<file path="src/rtl/gacs_pkg.sv">
// Shared types, constants and arithmetic helpers of the amp and cabinet simulator.
package gacs_pkg;

  localparam int DELAY_LENGTH_DEF = 1024;

  localparam int SAMPLE_W = 24;   // Q1.23 sample
  localparam int X_W      = 26;   // lane input, room for left plus right
  localparam int XB_W     = 27;   // lane input plus bias
  localparam int ST_W     = 40;   // saturated internal state
  localparam int ACC_W    = 72;   // product accumulator
  localparam int OPA_W    = 42;   // wide multiplier operand
  localparam int OPB_W    = 28;   // narrow multiplier operand
  localparam int SPLIT    = 21;   // low half of the wide operand
  localparam int CFG_IDX_W  = 3;
  localparam int CFG_DATA_W = 32;
  localparam int DELAY_W  = 10;   // tap delay field width

  // Register indexes
  localparam logic [CFG_IDX_W-1:0] REG_DRIVE_GAIN  = 3'd0;
  localparam logic [CFG_IDX_W-1:0] REG_BIAS_OFFSET = 3'd1;
  localparam logic [CFG_IDX_W-1:0] REG_CLIP_LEVEL  = 3'd2;
  localparam logic [CFG_IDX_W-1:0] REG_OUTPUT_GAIN = 3'd3;
  localparam logic [CFG_IDX_W-1:0] REG_SMOOTHING   = 3'd4;
  localparam logic [CFG_IDX_W-1:0] REG_TAP_MIXES   = 3'd5;
  localparam logic [CFG_IDX_W-1:0] REG_TAP_MODE    = 3'd6;
  localparam logic [CFG_IDX_W-1:0] REG_RESONANCE   = 3'd7;

  // Mode bits inside tap_delays_and_mode
  localparam int MODE_SOFT_BIT   = 20;
  localparam int MODE_STEREO_BIT = 21;

  typedef struct packed {
    logic [26:0]        drive_gain;
    logic signed [16:0] bias_offset;
    logic [19:0]        clip_level;
    logic [23:0]        output_gain;
    logic [31:0]        smoothing_coefs;
    logic [31:0]        tap_mixes;
    logic [21:0]        tap_delays_and_mode;
    logic [31:0]        resonance_coefs;
  } cfg_regs_t;

  typedef struct packed {
    logic start;
    logic mono;
    logic ack;
  } lane_ctl_t;

  typedef struct packed {
    logic idle;
    logic done;
  } lane_sts_t;

  typedef enum logic [4:0] {
    L_CLEAR, L_IDLE,
    L_DRV, L_DRV_FIN,
    L_SVF0, L_SVF0_FIN, L_SVF1, L_SVF1_FIN, L_SVF2, L_SVF2_FIN,
    L_SHAPE, L_DIV, L_DIV_FIN,
    L_WRITE, L_RED1, L_ADDR2, L_RED2,
    L_MIX1, L_MIX2, L_MIX_FIN,
    L_LP0A, L_LP0B, L_LP0_FIN, L_LPK, L_LPK_FIN,
    L_DC, L_DC_FIN, L_DONE
  } lane_state_t;

  // Round half up, then arithmetic shift right by n
  function automatic logic signed [ACC_W-1:0] rnd(input logic signed [ACC_W-1:0] x,
                                                   input int n);
    logic signed [ACC_W-1:0] half;
    half = '0;
    half[n-1] = 1'b1;
    return (x + half) >>> n;
  endfunction

  function automatic logic signed [ST_W-1:0] sat40(input logic signed [ACC_W-1:0] x);
    logic signed [ACC_W-1:0] hi;
    logic signed [ACC_W-1:0] lo;
    hi = ACC_W'(signed'({1'b0, {(ST_W-1){1'b1}}}));
    lo = -hi - ACC_W'(signed'(2'sb01));
    if (x > hi) return ST_W'(hi);
    else if (x < lo) return ST_W'(lo);
    else return ST_W'(x);
  endfunction

  function automatic logic signed [SAMPLE_W-1:0] sat24(input logic signed [ACC_W-1:0] x);
    logic signed [ACC_W-1:0] hi;
    logic signed [ACC_W-1:0] lo;
    hi = ACC_W'(signed'({1'b0, {(SAMPLE_W-1){1'b1}}}));
    lo = -hi - ACC_W'(signed'(2'sb01));
    if (x > hi) return SAMPLE_W'(hi);
    else if (x < lo) return SAMPLE_W'(lo);
    else return SAMPLE_W'(x);
  endfunction

endpackage

</file>
<file path="src/rtl/gacs_out_if.sv">
// Result frame channel: stereo output pair with valid/ready.
interface gacs_out_if;
  logic                                   valid;
  logic                                   ready;
  logic signed [gacs_pkg::SAMPLE_W-1:0]   left_out;
  logic signed [gacs_pkg::SAMPLE_W-1:0]   right_out;
  modport source (output valid, left_out, right_out, input ready);
  modport sink   (input valid, left_out, right_out, output ready);
endinterface

</file>
<file path="src/rtl/gacs_merge.sv">
// Merge stage: combines the lane results into the registered output channel.
module gacs_merge (
  input  logic                                 clk,
  input  logic                                 rst_n,
  input  gacs_pkg::lane_sts_t                  sts0,
  input  gacs_pkg::lane_sts_t                  sts1,
  input  logic signed [gacs_pkg::SAMPLE_W-1:0] y0,
  input  logic signed [gacs_pkg::SAMPLE_W-1:0] y1,
  input  logic                                 mono,
  output logic                                 ack,
  gacs_out_if.source                           out_ch
);

  logic                                 valid_r, valid_nxt;
  logic signed [gacs_pkg::SAMPLE_W-1:0] left_r, left_nxt, right_r, right_nxt;
  logic                                 ready_all;

  // take the result once every active lane is done and the slot is free
  assign ready_all = sts0.done && (mono || sts1.done);
  assign ack       = ready_all && (!valid_r || out_ch.ready);

  always_comb begin
    valid_nxt = valid_r;
    left_nxt  = left_r;
    right_nxt = right_r;
    if (ack) begin
      valid_nxt = 1'b1;
      left_nxt  = y0;
      right_nxt = mono ? y0 : y1;
    end else if (out_ch.ready) begin
      valid_nxt = 1'b0;
    end
  end

  always_ff @(posedge clk) begin
    if (!rst_n) valid_r <= 1'b0;
    else        valid_r <= valid_nxt;
  end

  always_ff @(posedge clk) begin
    left_r  <= left_nxt;
    right_r <= right_nxt;
  end

  assign out_ch.valid     = valid_r;
  assign out_ch.left_out  = left_r;
  assign out_ch.right_out = right_r;

endmodule

</file>
<file path="src/flat_wrapper.sv">
// flat-port wrapper written by rule: the top's interface ports become plain ports
module gacs_merge_flat 
  (clk, rst_n, sts0, sts1, y0, y1, mono, ack, out_ch_valid, out_ch_left_out, out_ch_right_out, out_ch_ready);
  gacs_out_if out_ch_i ();
  input  logic clk;
  input  logic rst_n;
  input  gacs_pkg::lane_sts_t sts0;
  input  gacs_pkg::lane_sts_t sts1;
  input  logic signed [gacs_pkg::SAMPLE_W-1:0] y0;
  input  logic signed [gacs_pkg::SAMPLE_W-1:0] y1;
  input  logic mono;
  output logic ack;
  output wire logic [$bits(out_ch_i.valid)-1:0] out_ch_valid;
  output wire logic [$bits(out_ch_i.left_out)-1:0] out_ch_left_out;
  output wire logic [$bits(out_ch_i.right_out)-1:0] out_ch_right_out;
  input wire logic [$bits(out_ch_i.ready)-1:0] out_ch_ready;
  assign out_ch_valid = out_ch_i.valid;
  assign out_ch_left_out = out_ch_i.left_out;
  assign out_ch_right_out = out_ch_i.right_out;
  assign out_ch_i.ready = out_ch_ready;
  gacs_merge u_core (.clk(clk), .rst_n(rst_n), .sts0(sts0), .sts1(sts1), .y0(y0), .y1(y1), .mono(mono), .ack(ack), .out_ch(out_ch_i));
endmodule
</file>
<file path="config.mk">
export PLATFORM = sky130hd
export DESIGN_NAME = gacs_merge_flat
export DESIGN_NICKNAME = d
export VERILOG_FILES = /design/src/rtl/gacs_pkg.sv /design/src/rtl/gacs_out_if.sv /design/src/rtl/gacs_merge.sv /design/src/flat_wrapper.sv
export SDC_FILE = /design/constraint.sdc
export NUM_CORES = 1
export LEC_CHECK = 0
export BUFFER_PORTS_ARGS = -buffer_cell sky130_fd_sc_hd__buf_2
export CAP_MARGIN = 20
export CELL_PAD_IN_SITES_DETAIL_PLACEMENT = 1
export CELL_PAD_IN_SITES_GLOBAL_PLACEMENT = 1
export CORE_ASPECT_RATIO = 2
export CORE_MARGIN = 5
export CORE_UTILIZATION = 37
export DETAILED_ROUTE_END_ITERATION = 8
export PLACE_DENSITY = 0.95
export SETUP_SLACK_MARGIN = 0.1
export SLEW_MARGIN = 0
export SYNTH_ARGS = -nofsm -noshare
export SYNTH_HDL_FRONTEND = slang
export SYNTH_SLANG_ARGS = --single-unit
</file>
<file path="constraint.sdc">
create_clock -name clk -period 7.25 [get_ports clk]
set_clock_uncertainty 0.2 [all_clocks]
set_input_delay 0.3625 -clock clk [delete_from_list [all_inputs] [get_ports clk]]
set_output_delay 0.3625 -clock clk [all_outputs]
set_load 0.01 [all_outputs]
</file>
==> results.md <==
- Vias per inst: 4.577
- Syn_nets: 136
- R2R Setup Slk: 5.37 ns
- Status: completed
- Setup CP Type: input pin to primary output
- Startpoint types: input pin
- CP Depth: 5
- WL per Instance: 17.97 um
- Post-Place Cells: 238
- Hold Buf Count CTS: 0
- Largest net degree at the start of global routing: 34
- Total Nets Final: 244
- Slew HR: 49.48%
- First-pass GRT wire length: 6589 um
- Clock-pin slew on the worst setup and hold paths: roughly 0.08 ns
- Sw power: roughly 0.00012 W
- CTS tree: built
- Crit path DAT: 2.47 ns
- Sw frac: 22.24%
- Via count: between 1000 and 1500
- TritonCTS Buffers: 5
- Area share of the largest cell type after synthesis: 76.54%
- Crit path cell chain: buf_2 > o21ai_0 > nor2b_4 > buf_4 > buf_2
- Via count of the first global-routing pass: 1227
- Total track usage: 14.04%
- Share of cells above drive strength 1: 71.43%
- Clock Root Buffer: clkbuf_8
- Clock group share of total power: a little over a quarter
- WP buf/inv: 3
- Final ANT Viol Nets: 0
- Sequential power share: approximately three fifths
- Core footprint: 4910 sq um
- R2R Path End: u_core.out_ch.left_out[14]
- Post-Synthesis Cells: 80
- Setup tns final: 0 ns
- Pleak: 1.116 nW
- Area grow syn2layout: 33.55%
- R2r startpoint: u_core.out_ch.valid
- Fin. max-slew vios: 0
- CTS HTree Levels: 2
- Final Hold Fails: 0
- Initial antenna violation count: 0
- Die Ht: 110.9 um
- Total of max-cap violations: 0
- Most used cell, CP: buf_2
- Row Count: 36
- Cells on worst reg2reg path: 3
- CP required: approximately 6.7 ns
- Port-buffer cells: 103
- Crit path launch: mono
- Slowest cell on crit path: buf_2
- Sequential-to-total area share from yosys stat: 77.61%
- Hold depth: 1
- Critical path peak fanout: 33
- Io pins: 106
- Final period utilization: 41.89%
- Warnings, synthesis: 0
- Worst setup EP type: primary output
- Starting density of the core: 38.35%
- FMAX: 0.3293 GHz
- Inserted Diodes: 0
- Unrepaired setup endpoints after global routing: no
- Drt pass-1 iters: 4
- Count of cells resized by post-cts repair: 0
- GPL Wtd Cong: 0.6816
- Pwr Density: between 200 and 250 nW/um^2
- #FFs+latches synth: 49
- Die X: slightly above 60 um
- Worst Setup EP: ack
- Cell taking the most area after synthesis: edfxtp_1
- Netlist cell types: 10
- Clock sink count: 49
- Maximum clock insertion buffer count: 2
- DRC violations left: 0
- Finished Layout Cells: 246
- Synthesized area: 1883 sq um
- Combinational power share: roughly an eighth
- Final Critical Period: 3.037 ns
- Clk Latency, worst-skew pair: roughly 0.30 ns
- Total gr overflow: 0
- CP delay by family, top: buffers and inverters
- Main area contributors after synthesis: edfxtp_1 77%, mux2_4 16%, mux2_2 2.4%
- Int Pwr: 0.0004344 W
- Die area: about 6700 sq um
- Average size of a mapped cell: 23.54 sq um
- Fillers: between 500 and 600
- Worst-Margin Slew: between 0.7 and 0.8 ns
- Max VDD drop: 175.8 uV
- Final Setup Violations: 0
- Iter 0 DRT Violations: 23
- Total setup buffers inserted after CTS: 0
- Post-Route WL: between 4000 and 5000 um
- Min-Delay Path Class: input pin to flip-flop
- Crit-path max cell delay: 0.58 ns
metrics by stage:
stage,cell area (sq um),total power [W],util [%],setup WS (ns),hold WS (ns)
finish,2515,0.0005587,51.22,4.213,0.04676
CTS,2515,0.0005695,51.22,4.181,0.02866
detailed placement,2434,0.0004176,49.57,4.174,0.3313
global route,2515,0.0005839,51.22,4.037,0.02818
floorplan,1883,0.0003824,-,3.704,0.2614
global placement,2434,0.0004128,49.57,4.264,0.3048
worst min-delay path by stage:
stage                                       to  slack (ns)           startpoint
floorplan            u_core.out_ch.left_out[0]        0.26                y0[0]
global placement           u_core.out_ch.valid        0.30  u_core.out_ch.valid
detailed placement         u_core.out_ch.valid        0.33  u_core.out_ch.valid
CTS                 u_core.out_ch.left_out[23]        0.03               y0[23]
global route         u_core.out_ch.left_out[9]        0.03                y0[9]
finish              u_core.out_ch.left_out[23]        0.05               y0[23]
layout make-up:
class	count	area (sq um)	share of cell area (%)
tap	57	71.32	2.836
clock inverter	3	12.51	0.4975
timing repair buffer	104	523.0	20.80
clock buffer	5	68.82	2.736
multi-input combinational	28	377.9	15.02
sequential	49	1461	58.11
placed cells by master (no fill, tap or decap):
cell type	count
a21boi_0	1
buf_2	103
buf_4	1
clkbuf_8	5
clkinv_1	2
clkinv_2	1
dfxtp_1	1
edfxtp_1	48
mux2_2	4
mux2_4	20
nand2b_1	1
nor2b_4	1
o21ai_0	1
cell families (layout without fill, tap and decap cells):
group                  Yosys count  after routing  share of synthesized area, %
AOI/OAI and AO/OA                2              2                        0.6643
muxes                           24             24                         18.34
buffers and inverters            3            112                         2.724
DFF                             49             49                         77.61
and+or+nand+nor                  2              2                        0.6649
flip-flops by register name, indices dropped and copies added, names as in the netlist:
name,count
u_core.out_ch.valid,1
u_core.out_ch.right_out,24
u_core.out_ch.left_out,24
power groups by stage:
stage          clock [W]  combinational [W]  sequential, W
3_5_place_dp           0          0.0000743       0.000343
3_3_place_gp           0          0.0000707       0.000342
6_report        0.000150          0.0000726       0.000336
4_1_cts         0.000158          0.0000743       0.000337
2_1_floorplan          0          0.0000282       0.000354
5_1_grt         0.000167          0.0000785       0.000338
routing by layer:
| layer | up-vias | track usage [%] | wire length (um) |
|---|---|---|---|
| met5 | - | 0 | 0 |
| li1 | 527 | - | - |
| met3 | 8 | 7.226 | 549 |
| met4 | 0 | 6.512 | 91 |
| met1 | 526 | 12.45 | 1253 |
| met2 | 65 | 24.64 | 2526 |
synthesized netlist by cell type, drive strengths merged:
cell type,n
a21boi,1
buf,3
dfxtp,1
edfxtp,48
mux2,24
nand2b,1
nor2b,1
o21ai,1
Note: power is estimated with default switching activity, not from simulation.
